File: src/sacl_line_ram.sv
// line store: one row per set, all ways of the set side by side
// per-row written flags stand in for the reset contents; depends on nothing
module sacl_line_ram #(
  parameter int unsigned ROW_AW = 6,
  parameter int unsigned DATA_W = 8
) (
  input  logic              clk_i,
  input  logic              rst_ni,
  input  logic              rd_en_i,
  input  logic [ROW_AW-1:0] rd_addr_i,
  output logic [DATA_W-1:0] rd_data_o,
  output logic              rd_fresh_o,
  input  logic              wr_en_i,
  input  logic [ROW_AW-1:0] wr_addr_i,
  input  logic [DATA_W-1:0] wr_data_i
);

  localparam int unsigned DEPTH = 2 ** ROW_AW;

  logic [DATA_W-1:0] mem_q [DEPTH];
  logic [DATA_W-1:0] rd_data_q;
  logic [DEPTH-1:0]  written_q;
  logic              rd_fresh_q;

  always_ff @(posedge clk_i) begin
    if (wr_en_i) begin
      mem_q[wr_addr_i] <= wr_data_i;
    end
    if (rd_en_i) begin
      rd_data_q <= mem_q[rd_addr_i];
    end
  end

  always_ff @(posedge clk_i or negedge rst_ni) begin
    if (!rst_ni) begin
      written_q  <= '0;
      rd_fresh_q <= 1'b1;
    end else begin
      if (wr_en_i) begin
        written_q[wr_addr_i] <= 1'b1;
      end
      if (rd_en_i) begin
        rd_fresh_q <= ~written_q[rd_addr_i];
      end
    end
  end

  assign rd_data_o  = rd_data_q;
  assign rd_fresh_o = rd_fresh_q;

endmodule

File: config.mk
export PLATFORM = sky130hd
export DESIGN_NAME = sacl_line_ram
export DESIGN_NICKNAME = d
export VERILOG_FILES = /design/src/sacl_line_ram.sv
export SDC_FILE = /design/constraint.sdc
export NUM_CORES = 1
export LEC_CHECK = 0
export ABC_AREA = 1
export BUFFER_PORTS_ARGS = -buffer_cell sky130_fd_sc_hd__clkbuf_2
export CAP_MARGIN = 20
export CORE_ASPECT_RATIO = 0.9
export CORE_MARGIN = 2
export CORE_UTILIZATION = 57
export DETAILED_ROUTE_END_ITERATION = 8
export MAX_ROUTING_LAYER = met4
export PLACE_DENSITY = 0.76
export SYNTH_ARGS = -nofsm -noshare
export SYNTH_HDL_FRONTEND = slang
export SYNTH_SLANG_ARGS = --single-unit
File: constraint.sdc
create_clock -name clk_i -period 1.1 [get_ports clk_i]
set_input_delay 0.22 -clock clk_i [delete_from_list [all_inputs] [get_ports clk_i]]
set_output_delay 0.22 -clock clk_i [all_outputs]
set_load 0.01 [all_outputs]
# --- After elaboration in Yosys (flattened, before gate mapping) ---
# Memory sizes are Yosys's and may differ from the RTL's. A register that Yosys moved wholly into a read port is not among the register bits.
# Index checks and enable logic that the tools add are counted.
totals:
  out_inout_bits: 9
  mem_count: 1
  elab_cells: 15
  input_bits: 24
  ram_bits: 512
  regBits: 65
classes:
  mux: 6
  reduce_logical: 1
  n_lt_le_gt_ge: 3
  n_bitwise: 2
mem_list:
  columns: ["memory", "words", "word_bits", "read_ports", "rd_ports_with_merged_regs", "write_ports", "line", "rtl"]
  rows:
  - ["mem_q", 64, 8, 1, 1, 1, "20", "logic [DATA_W-1:0] mem_q [DEPTH];"]
op_table:
  columns: ["cell", "n"]
  rows:
  - ["$or A64 B64 Y64", 1]
  - ["$lt A6 B7 Y1 const B", 2]
  - ["$bmux W1 S6", 1]
  - ["$demux W1 S6", 1]
  - ["$ge A6 B1 Y1 const B", 1]
  - ["$mux W1", 4]
  - ["$logic_and A1 B1 Y1", 1]
  - ["$not A1 Y1", 1]

# --- Depth between registers and ports, before layout ---
logic_depth:
  word_depth: 5
  mapped_depth: 13
  mapped_depth_nobuf: 10

# --- Worst setup path after synthesis ---
# Ideal clock, no wire load.
synth_timing:
  kind: "input -> register"
  startpoint: "input port wr_addr_i[1]"
  endpoint: "memory mem_q[50][0] (enable)"
  t_required_ns: 0.703
  path_buffers: 1
  slack_ns: -0.844
  path_stages: 3
  arrival_ns: 1.547
  cell_sequence: "buf_2 clkinv_1 nor4_1"
synth_lines:
  columns: ["item", "line", "rtl"]
  rows:
  - ["from (decl)", "14", "input logic [ROW_AW-1:0] wr_addr_i,"]
  - ["to (decl)", "20", null]
# Straight into the memory's write port.

# --- Worst setup path after layout ---
layout_timing:
  startpoint: "register rd_data_q[3], in the netlist rd_data_o[3], read port of mem_q"
  endpoint: "output port rd_data_o[3]"
layout_lines:
  columns: ["item", "line", "rtl"]
  rows:
  - ["from (decl)", "21", "logic [DATA_W-1:0] rd_data_q;"]
  - ["to (decl)", "11", "output logic [DATA_W-1:0] rd_data_o,"]
# No word-level cell between the ends.

==> qor.yml <==
sta:
  hold_viol: 0
  finalWorstSetupSlack_ns: -0.390
  post-route-min-period_ns: 1.49
  skew_ns: 0.00973
  finalCritPeriodShare_pct: 135
  drv_slew: 0
  rsz0062_at_grt: "true"
  finalSetupViolations: 18
  worst_slew_pin_slew_ns: 0.526
  fmax_mhz: 671
  relSlewSlack_pct: 64.9
synthesis:
  ys_ff_latch: 585
  synth_cell_types: 23
  synthTopCellsByCount: "edfxtp_1 (520), nand2_1 (393), nor2_1 (224)"
  synth_edf_count: 520
  synth_most_common_cell: "edfxtp_1"
  yosysWarnings: 0
  yosysTopAreaCellShare_pct: 65.7
  async_reset_ff_share_pct: 11.1
  syn_avg_cell_area_um2: 11.9
  syn_nets: 2012
  ys.flop_type: "edfxtp_1"
  synth_area_leaders: "edfxtp_1 (66%), dfrtp_1 (6.7%), nand2_1 (6.2%), nand3_1 (4.7%), nor2_1 (3.5%)"
  syn-cell-area_mm2: 0.0238
  yosys.area.top_type: "edfxtp_1"
  netlist_instances: 1988
  yosysSeqAreaShare_pct: 72.6
setup_path:
  crit_fanout: 1
  end_kind: "output pin"
  critPathBufInv: 1
  critPathTopFamily: "flip-flops"
  arrival_ns: 1.27
  worst_path_largest_cell_delay_ns: 0.50
  cp-start-kind: "flop"
  crit_required_ns: 0.88
  reg2reg_depth: 8
  worst-setup-path-type: "reg -> out"
  crit_chain: "clkbuf_2"
  slowest_stage: "edfxtp_1"
  crit_cells: 1
finish:
  fin_util_pct: 69.9
  drive_gt1_share_pct: 24.1
  antenna_cells: 0
  synthToLayoutAreaGrowth_pct: 20.3
  fin_cells: 2756
  fin_nets: 2194
  num-fill-cells: 2704
clock_network:
  cts_tree: "yes"
  htreeDepth: 2
  cts.sinks: 585
  cts_buffers: 55
  clock_latency_ns: 0.59
  clk_pin_slew_ns: 0.06
  root_buffer: "clkbuf_16"
  clockBufferDepth: 3
floorplanning:
  rows: 70
  dieArea_mm2: 0.0433
  die_y_um: 198
  start_util_pct: 58.1
  core_area_mm2: 0.0409
  pin_count: 33
  die-width_um: 219
power:
  ir_drop_mv: 1.45
  power.density_mw_per_mm2: 1700
  p_leak_nw: 10.6
grt:
  antenna_found_initial: 0
  overflow: 0
  grt_pass1_vias: 16800
  grt.total_usage_pct: 31.0
  grt_first_pass_wirelength_um: 97400
  grt_max_degree: 70
route:
  drc_errors: 0
  drtIter0Drc: 2355
  wl_um: 64200
  num_vias: 16800
  drt-pass1-iter-count: 7
  drtAntennaViolNets: 0
  wire_per_inst_um: 23.3
  vias_per_cell: 6.08
placement:
  io_buffers: 32
  detailed_place_hpwl_um: 38600
  dp_cells: 2650
  place_congestion: 0.987
outcome:
  status: "finished with violations"
  violations: "negative setup slack"
hold_path:
  hp-class: "in -> reg"
  worstHoldPathCells: 3
run:
  maxCapViolCount: 0
-- stage by stage --
stage	hold WS, ns	cell area (um^2)	setup TNS, ns	power (mW)	worst slack (ns)
floorplan	-0.0756	23900	-317.36	27.6	-0.642
global placement	0.199	26200	-229.85	29.3	-0.848
detailed placement	0.207	26200	-255.56	29.5	-0.892
CTS	0.0956	28400	-5.63	48.4	-0.432
global route	0.112	28600	-7.15	49.8	-0.420
finish	0.124	28600	-5.77	48.5	-0.390
-- metal layers --
metal	part of all wire, %	track usage (%)	vias to the layer above
met3	10	5.67	184
met2	48	49.0	981
met1	38	40.7	8160
li1	-	-	7437
met5	0	-	-
met4	3.6	10.8	0
-- logic make-up after synthesis --
group / share of synthesized area [%]
AO/OA/AOI/OAI: 7.16
flip-flops: 72.6
buffers and inverters: 3.72
AND/OR/NAND/NOR: 16.5
-- power by group --
part,internal (mW),switching (mW)
clock network,11.1,8.03
logic,1.58,2.70
registers,24.8,0.315
total,37.5,11.1
-- worst reg2reg max path: stages, from the launching register on --
cell      delay (ns)
edfxtp_1        0.40
a21oi_2         0.14
o21ai_1         0.08
nand3_1         0.08
nand2_2         0.09
a21oi_2         0.19
o21ai_1         0.10
nand3_1         0.09
nand2_1         0.05
-- what timing repair did --
item                                    CTS  global route
endpoints found under the setup margin   25           142
pin swaps                                54            28
resized for setup                        95            55
hold endpoints to repair                 65             0
buffers inserted                          1             1
hold buffers                              1             0
-- cell usage in the layout (no fill, tap or decap), types with 41 or more instances in the layout --
master     instances
buf_4            163
or2_2             64
o21ai_0          130
clkbuf_16         57
nand2_1          370
nor2_1           198
o22ai_1           80
o21ai_1           66
dfrtp_1           64
nand3_2           41
nand3_1          174
buf_12            50
edfxtp_1         520
-- final cells by class --
class	count	area (um^2)	area share [%]
Sequential cell	585	17200	60.3
Multi-Input combinational cell	1239	6190	21.7
Timing Repair Buffer	252	2490	8.71
Clock buffer	80	1610	5.64
Tap cell	540	676	2.36
Clock inverter	23	214	0.749
Inverter	37	153	0.534
-- state kept, by name, indices dropped and copies added (netlist names) --
name        count
rd_data_o       8
rd_fresh_o      1
written_q      64
mem_q         512
-- final timing paths --
kind                                from            end  slack [ns]
setup / recovery            rd_data_o[3]   rd_data_o[3]       -0.39
hold / removal                   rd_en_i     rd_fresh_o        0.12
setup reg to reg            mem_q[37][2]   rd_data_o[2]       -0.36
hold reg to reg            written_q[53]  written_q[53]        0.47
max in group asynchronous         rst_ni  written_q[32]        0.62
min in group asynchronous         rst_ni  written_q[51]        0.13
(Power assumes the default switching activity.)
