--- config.mk ---
export PLATFORM = sky130hd
export DESIGN_NAME = sacl_way_scan
export DESIGN_NICKNAME = d
export VERILOG_FILES = /design/src/sacl_pkg.sv /design/src/sacl_way_scan.sv
export SDC_FILE = /design/constraint.sdc
export NUM_CORES = 1
export LEC_CHECK = 0
export ABC_AREA = 1
export BUFFER_PORTS_ARGS = -buffer_cell sky130_fd_sc_hd__buf_2
export CORE_ASPECT_RATIO = 0.8
export CORE_MARGIN = 2
export CORE_UTILIZATION = 39
export DETAILED_ROUTE_END_ITERATION = 10
export GPL_TIMING_DRIVEN = 0
export MAX_ROUTING_LAYER = met4
export PLACE_DENSITY = 0.89
export REMOVE_ABC_BUFFERS = 1
export SYNTH_ARGS = -nofsm -noshare
export SYNTH_HDL_FRONTEND = slang
export SYNTH_SLANG_ARGS = --single-unit
export TNS_END_PERCENT = 50
--- constraint.sdc ---
create_clock -name clk_i -period 2.5 [get_ports clk_i]
set_input_delay 0.25 -clock clk_i [delete_from_list [all_inputs] [get_ports clk_i]]
set_output_delay 0.25 -clock clk_i [all_outputs]
set_load 0.02 [all_outputs]
--- src/sacl_pkg.sv ---
// shared types and constants for the set-associative cache lookup core
// no dependencies; imported by every module of the block but the line store
package sacl_pkg;

  localparam int unsigned CNT_W         = 16;
  localparam int unsigned TOTAL_W       = 32;
  localparam int unsigned TIME_W        = 16;
  localparam int unsigned SET_BITS_W    = 3;
  localparam int unsigned OFFSET_BITS_W = 5;
  localparam int unsigned ADDR_BITS_W   = 7;
  localparam int unsigned WAYS_W        = 4;
  localparam int unsigned CFG_DW        = 32;
  localparam int unsigned CFG_AW        = 5;

  typedef enum logic [2:0] {
    REG_SET_BITS     = 3'd0,
    REG_OFFSET_BITS  = 3'd1,
    REG_ADDRESS_BITS = 3'd2,
    REG_WAYS         = 3'd3,
    REG_POLICY       = 3'd4,
    REG_HIT_TIME     = 3'd5,
    REG_MISS_PENALTY = 3'd6
  } cfg_reg_e;

  typedef enum logic {
    POL_LRU = 1'b0,
    POL_LFU = 1'b1
  } policy_e;

  typedef enum logic [1:0] {
    ST_IDLE,
    ST_READ,
    ST_SCAN,
    ST_UPDATE
  } state_e;

  typedef struct packed {
    logic start;
    logic step;
  } scan_ctl_t;

  typedef struct packed {
    logic found;
    logic hit;
  } scan_stat_t;

endpackage

--- src/sacl_way_scan.sv ---
// shared way compare unit: one way per step, tracks the hit or free way
// and both replacement victims; depends on sacl_pkg
module sacl_way_scan import sacl_pkg::*; #(
  parameter int unsigned ADDR_WIDTH = 64,
  parameter int unsigned WAY_W      = 3
) (
  input  logic                  clk_i,
  input  logic                  rst_ni,
  input  scan_ctl_t             ctl_i,
  input  logic [WAY_W-1:0]      way_i,
  input  logic                  valid_i,
  input  logic [ADDR_WIDTH-1:0] tag_i,
  input  logic [WAY_W-1:0]      rank_i,
  input  logic [CNT_W-1:0]      cnt_i,
  input  logic [ADDR_WIDTH-1:0] key_i,
  output scan_stat_t            stat_o,
  output logic [WAY_W-1:0]      found_way_o,
  output logic [WAY_W-1:0]      lru_way_o,
  output logic [WAY_W-1:0]      lfu_way_o
);

  logic             found_q;
  logic             hit_q;
  logic [WAY_W-1:0] fway_q;
  logic [WAY_W-1:0] lru_q;
  logic [WAY_W-1:0] lfu_q;
  logic [CNT_W-1:0] least_q;
  logic             tag_eq;

  assign tag_eq = (tag_i == key_i);

  always_ff @(posedge clk_i or negedge rst_ni) begin
    if (!rst_ni) begin
      found_q <= 1'b0;
      hit_q   <= 1'b0;
    end else if (ctl_i.start) begin
      found_q <= 1'b0;
      hit_q   <= 1'b0;
    end else if (ctl_i.step && !found_q) begin
      if (!valid_i) begin
        found_q <= 1'b1;
      end else if (tag_eq) begin
        found_q <= 1'b1;
        hit_q   <= 1'b1;
      end
    end
  end

  always_ff @(posedge clk_i) begin
    if (ctl_i.start) begin
      lru_q <= '0;
    end else if (ctl_i.step) begin
      if (!found_q && (!valid_i || tag_eq)) begin
        fway_q <= way_i;
      end
      // last way with rank zero wins
      if (rank_i == '0) begin
        lru_q <= way_i;
      end
      // first way with the smallest count wins
      if (way_i == '0 || cnt_i < least_q) begin
        least_q <= cnt_i;
        lfu_q   <= way_i;
      end
    end
  end

  assign stat_o.found = found_q;
  assign stat_o.hit   = hit_q;
  assign found_way_o  = fway_q;
  assign lru_way_o    = lru_q;
  assign lfu_way_o    = lfu_q;

endmodule

# == Word level (Yosys, flattened, before mapping) ==
# Cells that the tools add are included.
# totals
regBits,27
latch_bits,0
mem_bits_rw,0
rom_bits,0
in_bits,155
output_inout_bits,11
elab_cells,33
n_memories,0
# classes
addsub,0
n_mul,0
div_mod_pow,0
n_lt_le_gt_ge,1
eq_ne,2
shift,0
muxes,7
bitwise,1
n_reduce_logical,16
# op_table
op,n
64-bit equality test,1
16-bit less-than comparator,1
3-bit AND reduction,3
1-bit two-way mux,7
3-bit logical NOT,2
2-bit nonzero test,3
2-bit AND reduction,2
"3-bit by 2-bit inequality test with 1-bit output, second input constant",1
1-bit logical AND,2
1-bit logical NOT,2
1-bit logical OR,2
1-bit inverter,1

# == Longest topological paths before layout ==
# logic_depth
word_depth,5
ltp_mapped,12
depth_no_buf,12

# == Worst setup path after synthesis ==
# Ideal clock, no wire load.
# synth_timing
kind,reg2reg
start,register least_q[5]
end,"register least_q[0], enable pin"
setup_ps,401
t_arrival_ps,2055
t_required_ps,2099
path_slack_ps,44
path_stages_with_launch,10
n_path_buf,0
period_less_slack_ps,2456
cell_sequence,edfxtp_1 > inv_1 > ha_1 > a21oi_1 > nor2_1 > a211oi_1 > nand2_1 > nand2_1 > nand2_1 > a21oi_1
# synth_via
elab_chain_len,3
# synth_lines
item,line,rtl
start: declaration,sacl_way_scan.sv:27,logic [CNT_W-1:0] least_q;
start signal: assignment,sacl_way_scan.sv:62,least_q <= cnt_i;
16-bit less-than comparator,sacl_way_scan.sv:61,if (way_i == '0 || cnt_i < least_q) begin
1-bit logical OR,sacl_way_scan.sv:61,
3-bit AND reduction (no source line),-,
# No other way between the ends.
# A chain may end at the register's enable or synchronous reset.

# == Worst setup path in the final report ==
# layout_timing
start,register least_q[5]
end,"register least_q[6], enable pin"
# The elaborated chain is that of the path after synthesis.

==> flow_summary.ini <==
[logic_synthesis]
synth_ff_type = edfxtp_1
netlist_area_um2 = 2470
synth_seq_cells = 27
synth-edff-count = 22
yosys_warnings = 0
synth_seq_area_share_pct = 31.1
netlist_instances = 407
avgSynthCellArea_um2 = 6.08
async_reset_ff_share_pct = 7.41
synth_cell_type_count = 20

[route]
drc_errors = 0
wire_per_inst_um = 9.61
vias_per_cell = 4.29
vias = 2820
first_iter_violations = 81
ant_nets = 0
routed_wl_um = 6310
dr.pass1.iters = 4

[pwr]
ir_drop_mv = 0.204
p_per_area_nw_per_um2 = 323
leakage_nw = 2.22
total_power_mw = 1.12

[finish]
multi_input_area_um2 = 1330
drive_gt1_share_pct = 30.2
design_area_um2 = 3460
final_nets = 747
num_antenna_cells = 0
layout_commonest_cell = buf_2
layout_common_cells = buf_2, nand2_1, inv_1, nor2_1, edfxtp_1
nFillCells = 590
seq_area_um2 = 771
area_growth_pct = 39.9
fin_cells = 657

[sta]
rsz0062_at_grt = no
final_max_slew_viol_count = 0
finalSetupViolCount = 0
tns_ns = 0
post-route-period-util_pct = 80.6
worstMarginPinSlew_ns = 0.638
hold_viol_final = 0
clock_skew_ns = 0.00391
fmax_mhz = 496
slew_headroom_pct = 57.1
period_needed_ns = 2.02

[floorplanning]
num_rows = 25
die-area_um2 = 7000
coreArea_um2 = 6010
die_x_um = 93.1
ios = 166
fp.dieH_um = 75.3
initial_core_util_pct = 41.2

[placed_design]
gp_congestion = 0.781
port_buffers = 165
hpwl_um = 5610
place_area_um2 = 3410
dp.cells = 652

[global_route]
antenna_found_initial = 0
track_usage_pct = 18.3
grt_pass1_vias = 2561
grt_max_degree = 17
gr-total-overflow = 0
grt_pass1_wl_um = 10000

[worst_setup_path]
arrival_ns = 2.00
critPathCapture = least_q[6]
cp-start-kind = register
startpoint = least_q[5]
required_ns = 2.48
path_class = reg -> reg
r2r_cells = 10
r2r_slack_ns = 0.48
cp-end-kind = register
crit_fanout = 16
rr_startpoint = least_q[5]
reg2reg_to = least_q[6]

[clock_tree]
root_buffer = clkbuf_8
cts_max_path_buffers = 2
cts_tree = yes
htreeDepth = 1
clkLatencyLatePin_ns = 0.27
post_cts_buffers = 0
clock_sinks = 27
clk_pin_slew_worst_paths_ns = 0.09
numCtsBuffers = 3

[run_status]
status = finished clean

[hold_path]
holdCritPathClass = in -> reg

[run]
drv_cap = 0
-- routing by layer --
metal / part of all wire (%) / up-vias / GRT usage [%]
met5: 0 / - / -
met4: 2.9 / 0 / 6.37
met3: 8.1 / 14 / 3.40
met2: 50 / 118 / 36.4
met1: 39 / 1163 / 18.1
li1: - / 1525 / -
-- worst min-delay path by stage --
stage,startpoint,end,cells past startpoint
finish,ctl_i[1],hit_q,2
global route,ctl_i[1],hit_q,2
CTS,ctl_i[1],hit_q,2
detailed placement,rst_ni,found_q,1
global placement,rst_ni,found_q,1
floorplan,rst_ni,found_q,0
-- registers in the layout, indices dropped and copies added, names as in the netlist --
signal / cells
found_q: 1
found_way_o: 3
hit_q: 1
least_q: 16
lfu_way_o: 3
lru_way_o: 3
-- cell type report --
cell class | count | area share, %
clock buffer | 3 | 1.19
timing repair buffer | 167 | 24.6
tap | 81 | 2.93
sequential | 27 | 22.3
clock inverter | 1 | 0.145
inverter | 96 | 10.4
multi-input combinational | 282 | 38.5
-- cells by family (layout without fill, tap and decap cells) --
logic type               Yosys count  in the layout  share of synthesized area [%]
buffers and inverters             98            267                           15.2
XOR/XNOR                          19             19                           6.72
adder cells (fa/ha/maj)           15             15                           7.58
flip-flops                        27             27                           31.1
AND/OR/NAND/NOR                  233            233                           36.0
AO/OA/AOI/OAI                     15             15                           3.39
-- where the power goes --
part	leakage (nW)	internal [mW]	switching, mW
sequential	0.255	0.507	0.00598
clock	0.0255	0.112	0.131
combinational	1.94	0.177	0.185
total	2.22	0.796	0.323
-- critical path, stage by stage, from the launching register on --
cell	delay, ns
edfxtp_1	0.37
inv_1	0.06
ha_1	0.23
a21oi_1	0.13
nor2_1	0.05
a211oi_1	0.18
nand2_1	0.09
nand2_1	0.06
nand2_1	0.06
a21oi_2	0.28
buf_8	0.22
-- synth_stat cells (2+ instances only) --
cell        n  share of area, %
xor2_1     19               6.7
nor2_2      2              0.51
nand3_1     2              0.40
nand2_1   141                21
dfxtp_1     3               2.4
buf_4       2              0.61
ha_1       15               7.6
inv_1      96                15
edfxtp_1   22                27
dfrtp_1     2               2.0
nor2_1     84                13
a21oi_1     7               1.4
o21ai_0     5               1.0
-- repair_timing --
item | CTS | global route
hold buffers | 1 | 0
hold endpoints to repair | 2 | 0
resized for setup | 0 | 0
-- per-stage QoR --
step / utilization [%] / worst slack [ns] / hold WS, ns
floorplan: - / 0.0438 / -0.0456
global placement: 56.4 / -0.472 / 0.0420
detailed placement: 56.7 / 0.467 / 0.0409
CTS: 57.6 / 0.482 / 0.130
global route: 57.6 / 0.278 / 0.134
finish: 57.6 / 0.484 / 0.134
(Power assumes the default switching activity.)
