[src/sacl_pkg.sv]
// shared types and constants for the set-associative cache lookup core
// no dependencies; imported by every module of the block but the line store
package sacl_pkg;

  localparam int unsigned CNT_W         = 16;
  localparam int unsigned TOTAL_W       = 32;
  localparam int unsigned TIME_W        = 16;
  localparam int unsigned SET_BITS_W    = 3;
  localparam int unsigned OFFSET_BITS_W = 5;
  localparam int unsigned ADDR_BITS_W   = 7;
  localparam int unsigned WAYS_W        = 4;
  localparam int unsigned CFG_DW        = 32;
  localparam int unsigned CFG_AW        = 5;

  typedef enum logic [2:0] {
    REG_SET_BITS     = 3'd0,
    REG_OFFSET_BITS  = 3'd1,
    REG_ADDRESS_BITS = 3'd2,
    REG_WAYS         = 3'd3,
    REG_POLICY       = 3'd4,
    REG_HIT_TIME     = 3'd5,
    REG_MISS_PENALTY = 3'd6
  } cfg_reg_e;

  typedef enum logic {
    POL_LRU = 1'b0,
    POL_LFU = 1'b1
  } policy_e;

  typedef enum logic [1:0] {
    ST_IDLE,
    ST_READ,
    ST_SCAN,
    ST_UPDATE
  } state_e;

  typedef struct packed {
    logic start;
    logic step;
  } scan_ctl_t;

  typedef struct packed {
    logic found;
    logic hit;
  } scan_stat_t;

endpackage

[src/sacl_addr_split.sv]
// splits an address into set index and tag from the configured bit counts
// depends on sacl_pkg
module sacl_addr_split import sacl_pkg::*; #(
  parameter int unsigned MAX_SET_BITS = 6,
  parameter int unsigned ADDR_WIDTH   = 64,
  localparam int unsigned SET_W       = (MAX_SET_BITS > 0) ? MAX_SET_BITS : 1
) (
  input  logic [ADDR_WIDTH-1:0]    addr_i,
  input  logic [SET_BITS_W-1:0]    set_bits_i,
  input  logic [OFFSET_BITS_W-1:0] offset_bits_i,
  input  logic [ADDR_BITS_W-1:0]   address_bits_i,
  output logic [SET_W-1:0]         set_idx_o,
  output logic [ADDR_WIDTH-1:0]    tag_o
);

  logic [SET_BITS_W-1:0]          sb;
  logic [ADDR_WIDTH+SET_W-1:0]    addr_off;
  logic [5:0]                     tag_shamt;
  logic [ADDR_WIDTH-1:0]          addr_hi;
  logic signed [8:0]              tag_w;

  always_comb begin
    if ({1'b0, set_bits_i} > 4'(MAX_SET_BITS)) begin
      sb = SET_BITS_W'(MAX_SET_BITS);
    end else begin
      sb = set_bits_i;
    end
    addr_off  = {{SET_W{1'b0}}, addr_i} >> offset_bits_i;
    tag_shamt = 6'(sb) + 6'(offset_bits_i);
    addr_hi   = addr_i >> tag_shamt;
    tag_w     = $signed({2'b00, address_bits_i}) - $signed({6'b0, sb})
              - $signed({4'b0, offset_bits_i});
  end

  always_comb begin
    for (int i = 0; i < SET_W; i++) begin
      set_idx_o[i] = addr_off[i] & (4'(i) < {1'b0, sb});
    end
  end

  // tag keeps only the bits below the tag width, none when it is not positive
  always_comb begin
    for (int i = 0; i < ADDR_WIDTH; i++) begin
      tag_o[i] = addr_hi[i] & (tag_w > $signed(9'(i)));
    end
  end

endmodule

[config.mk]
export PLATFORM = sky130hd
export DESIGN_NAME = sacl_addr_split
export DESIGN_NICKNAME = d
export VERILOG_FILES = /design/src/sacl_pkg.sv /design/src/sacl_addr_split.sv
export SDC_FILE = /design/constraint.sdc
export NUM_CORES = 1
export LEC_CHECK = 0
export ABC_AREA = 1
export BUFFER_PORTS_ARGS = -buffer_cell sky130_fd_sc_hd__clkbuf_2
export CORE_MARGIN = 4
export CORE_UTILIZATION = 40
export DETAILED_ROUTE_END_ITERATION = 6
export GPL_TIMING_DRIVEN = 0
export PLACE_DENSITY = 0.59
export SLEW_MARGIN = 10
export SYNTH_ARGS = -nofsm -noshare
export SYNTH_HDL_FRONTEND = slang
export SYNTH_SLANG_ARGS = --single-unit
[constraint.sdc]
create_clock -name vclk -period 3.8
set_input_delay 0.19 -clock vclk [all_inputs]
set_output_delay 0.19 -clock vclk [all_outputs]
set_load 0.005 [all_outputs]
Yosys cells after proc, flatten, opt, wreduce, memory -nomap -nowiden
Cells that the tools add are included. W data, S select, Z words.

Input port bits: 79. Output and inout bits: 70. Word-level logic and storage cells: 147. Flip-flop bits (word level): 0.

Shift-type cells: 2. $add $sub $neg: 3. Bitwise gates (word level): 70. Mux-type cells: 1. $lt $le $gt $ge: 71.

Operators by type and width (count): $gt A9 B7 Y1 const B (32); $gt A9 B6 Y1 const B (16); $gt A9 B5 Y1 const B (8); $and A1 B1 Y1 (70); $shr A64 B5 Y6 (1); $shr A64 B6 Y64 (1); $gt A9 B4 Y1 const B (4); $gt A9 B3 Y1 const B (2); $gt A9 B1 Y1 const B (1); $gt A9 B2 Y1 const B (1); $sub A8 B6 Y9 (1); $sub A7 B3 Y8 (1); $add A3 B5 Y6 (1); $lt A1 B3 Y1 const A (2); $lt A2 B3 Y1 const A (2); $lt A3 B3 Y1 const A (2); $gt A3 B3 Y1 const B (1); $mux W3 (1).

Depth between registers and ports, before layout
Word-level depth: 6. Gate-level depth with buffers: 26. Mapped depth without buffers: 25.

Worst setup path before layout
Ideal clock, no wire load.

Path type: in2out. Start: in set_bits_i[2]. End: out tag_o[11]. Required time: 3610 ps. Path slack: 936 ps. Path buffers: 1. Arrival time: 2674 ps. Stages: 24. Path through: nand2_1 -> inv_1 -> nor2_1 -> ha_1 -> fa_1 -> inv_1 -> nand2_1 -> nand2_1 -> xor2_1 -> ha_1 -> nand2_1 -> inv_1 -> nand2_1 -> nand2_1 -> nor2_1 -> inv_1 -> nand3_1 -> nand2_2 -> nand3_1 -> nor2_4 -> buf_4 -> nand2_1 -> nand2_1 -> nor2_1.

Word-level cells in the longest chain between the ends: 6. Elaborated cells on any way between the ends: 8. Those cells by class: add/sub: 3; order compare: 2; shift: 1; mux: 1; bitwise: 1.

RTL lines: start: declaration (line sacl_addr_split.sv:9) `input logic [SET_BITS_W-1:0] set_bits_i,`; $gt A3 B3 Y1 (line sacl_addr_split.sv:23) `if ({1'b0, set_bits_i} > 4'(MAX_SET_BITS)) begin`; $mux W3 (*) (line sacl_addr_split.sv:23); $sub A7 B3 Y8 (line sacl_addr_split.sv:31) `tag_w = $signed({2'b00, address_bits_i}) - $signed({6'b0, sb})`; $sub A8 B6 Y9 (line sacl_addr_split.sv:32) `- $signed({4'b0, offset_bits_i});`; $gt A9 B5 Y1 (line sacl_addr_split.sv:44) `tag_o[i] = addr_hi[i] & (tag_w > $signed(9'(i)));`; $and A1 B1 Y1 (*) (line sacl_addr_split.sv:44); end: declaration (line sacl_addr_split.sv:13) `output logic [ADDR_WIDTH-1:0] tag_o`.

Mark *: on every way between the ends. The rest lies on a longest branch, timed or not.

Worst setup path in the final report
Start: in set_bits_i[2]. End: out tag_o[14].

Same word-level chain as after synthesis.

==> qor.yml <==
status: "complete, no violations"
drtIter0Drc: 1668
synth.yosys.seq_area_share: 0
design_area_sq_mm: 0.00826
drv_slew: 0
fin_crit_sh: 0.948
p_seq_frac: 0
switching_power_mw: 2.05
place_area_sq_mm: 0.00812
setup_viol: 0
relSlewSlack: 0.544
start_util: 0.409
num_rows: 48
cpMostUsedCell: "nand2_1"
ys_warn_count: 0
area.growth.synth_to_final_pct: 16.4
powerDensity_mw_per_mm2: 355
nFillCells: 2056
hpwl_um: 31600
clock_buffers: 0
power.internal_uw: 887
hold_violations: 0
critPathRequiredTime_ns: 3.61
synth_compound_area_frac: 0.164
gr-total-overflow: 0
crit_family: "simple AND/OR/NAND/NOR gates"
antenna_found_initial: 0
syn-num-nets: 1667
synth_top_family_by_area: "simple AND/OR/NAND/NOR gates"
core_region_area_sq_mm: 0.0174
power.leakage_nw: 4.69
crit_chain: "clkbuf_2, nand2_1, inv_1, nor2_2, ha_2, fa_2, fa_1, nand3b_1, nand2_1, nand2_1, nand2_1, nor2_1, nand2_2, nand2_1, nor2_2, buf_4, nand2_4, o21ai_0, nor2_1, clkbuf_2"
synth_simple_gate_area_frac: 0.671
rsz0062_at_grt: "true"
diodes: 0
die_h_um: 141
fin_nets: 1819
final_layout_size_suffix_gt1_frac: 0.157
grt_usage: 0.365
dp.cells: 1947
p_clk_frac: 0
maxCapViolations: 0
vias: 11500
critPathSlowestCell: "fa_1"
ioPinCount: 149
fmax_mhz: 278
die_area_sq_mm: 0.0199
drt-total-wl_um: 37900
syn_area_per_cell_sq_um: 4.51
p_comb_frac: 1.000
hold_path_depth: 4
drtAntennaViolNets: 0
fin_cells: 1949
design.seq.count: 0
min_to: "set_idx_o[2]"
ir_worst_vdd_v: 0.000183
grt_pass1_wl_um: 58100
yosysUniqueCellTypes: 39
grt_pass1_vias: 10600
synth_xor_area_frac: 0.00846
ctsHoldBuffers: 0
muxShareOfSynthArea: 0.00423
endpoint_kind: "output pin"
place_congestion: 1.07
worstHoldStart: "set_bits_i[0]"
max_stage_delay_ns: 0.47
period_minus_slack_ns: 3.60
crit_buf_inv: 4
seq_area_sq_um: 0
worst_pin_slew_ns: 0.685
hold_path_class: "in -> out"
start_kind: "primary input"
grt_max_degree: 12
hold_ws_ns: 0.767
critPathKind: "in -> out"
netlist_instances: 1574
die_w_um: 141
via_per_inst: 5.91
path_max_fanout: 10
syn_area_sq_mm: 0.00710
portBuffers: 148
avgRoutedWirePerCell_um: 19.4
first_pass_iters: 6
cp.arrival_ns: 3.41
switching_share: 0.697
drc: 0
synthAdderAreaFrac: 0.0279
-- per-stage QoR --
stage / utilization / worst slack, ns / setup TNS (ns) / power, mW
2_1_floorplan: - / 0.936 / 0 / 1.76
3_3_place_gp: 0.468 / -0.643 / -17.09 / 2.76
3_5_place_dp: 0.468 / -0.580 / -12.88 / 2.74
4_1_cts: 0.469 / 0.00546 / 0 / 2.77
5_1_grt: 0.476 / -0.0279 / -0.0736 / 3.19
6_report: 0.476 / 0.197 / 0 / 2.93
-- logic make-up after synthesis --
| family | Yosys count |
|---|---|
| and+or+nand+nor | 1129 |
| AOI/OAI and AO/OA | 212 |
| buffers and inverters | 210 |
| adders and majority gates | 14 |
| xor gates and xnor gates | 6 |
| muxes | 3 |
-- routing by layer --
metal / global-route usage / up-vias / routed length, um
met5: 0 / - / 0
met4: 0.121 / 0 / 1660
met3: 0.0577 / 105 / 4480
met2: 0.584 / 766 / 16500
met1: 0.498 / 5181 / 15200
li1: - / 5466 / -
-- cell usage in the layout, fill, tap and decap left out, types with 2 or more instances in the layout --
| cell | netlist | final |
|---|---|---|
| nor3_1 | 18 | 15 |
| buf_4 | 5 | 9 |
| nand2_2 | 7 | 7 |
| nor4_1 | 2 | 2 |
| a21oi_1 | 45 | 44 |
| buf_1 | 6 | 4 |
| o21ai_1 | 10 | 14 |
| o211ai_1 | 29 | 29 |
| o21ai_0 | 119 | 110 |
| ha_1 | 11 | 10 |
| clkbuf_2 | 0 | 155 |
| nor3_2 | 0 | 3 |
| inv_4 | 0 | 2 |
| fa_1 | 3 | 2 |
| nand3b_1 | 3 | 3 |
| nor2_4 | 2 | 4 |
| mux2i_1 | 3 | 3 |
| xor2_1 | 3 | 3 |
| o21ai_2 | 0 | 4 |
| inv_2 | 7 | 6 |
| o22ai_1 | 2 | 2 |
| nand3_1 | 303 | 302 |
| nor2_1 | 123 | 119 |
| inv_1 | 92 | 92 |
| a31oi_1 | 2 | 2 |
| nand2_1 | 644 | 642 |
| and3_1 | 6 | 6 |
| buf_2 | 56 | 54 |
| or2_2 | 8 | 8 |
| clkbuf_4 | 0 | 2 |
| nand2_4 | 1 | 3 |
| nand4_1 | 8 | 8 |
| clkbuf_1 | 41 | 34 |
| nor2_2 | 2 | 4 |
-- worst max-delay path by stage --
stage                           from         to  slack (ns)  depth (start not counted)
finish                 set_bits_i[2]  tag_o[14]        0.20                         20
global route           set_bits_i[2]  tag_o[58]       -0.03                         26
CTS                    set_bits_i[2]  tag_o[54]       0.005                         17
detailed placement  offset_bits_i[1]  tag_o[16]       -0.58                         18
global placement    offset_bits_i[1]  tag_o[16]       -0.64                         18
floorplan              set_bits_i[2]  tag_o[11]        0.94                         24
-- worst min-delay path, stage by stage --
cell and delay, ns:
clkbuf_2 0.09, a21oi_1 0.07, a21oi_1 0.11, clkbuf_2 0.12
-- cell usage after synthesis (all sizes together) --
cell       n  area, sq um
nand2    652         2470
nand3    303         1520
o21ai    129          646
nor2     127          497
inv       99          372
buf       68          352
a21oi     46          241
clkbuf    41          154
o211ai    29          218
nor3      18         90.1
ha        11          138
nand4      8         50.1
or2        8         50.1
and3       6         37.5
xor2       4         42.6
fa         3         60.1
mux2i      3         30.0
nand3b     3         22.5
a211oi     2         15.0
a31oi      2         12.5
clkinv     2         7.51
nor4       2         12.5
o22ai      2         12.5
xnor2      2         17.5
and2       1         6.26
nor3b      1         7.51
o21a       1         7.51
o2bb2ai    1         8.76
-- cell type report --
cell class / instances / area (sq um) / area share
Inverter: 101 / 384 / 0.0465
Multi-Input combinational cell: 1364 / 6310 / 0.764
Tap cell: 225 / 282 / 0.0341
Buffer: 108 / 519 / 0.0629
Timing Repair Buffer: 151 / 763 / 0.0924
-- power groups by stage --
stage	Sequential (mW)	Clock [mW]	Combinational [mW]
2_1_floorplan	0	0	1.76
3_3_place_gp	0	0	2.76
3_5_place_dp	0	0	2.74
4_1_cts	0	0	2.77
5_1_grt	0	0	3.19
6_report	0	0	2.93
-- timing repair --
item,CTS,global route
setup buffers,0,3
resized for setup,14,39
pin swaps,0,4
setup endpoints to repair,64,64
Power figures use the tool's default switching activity.
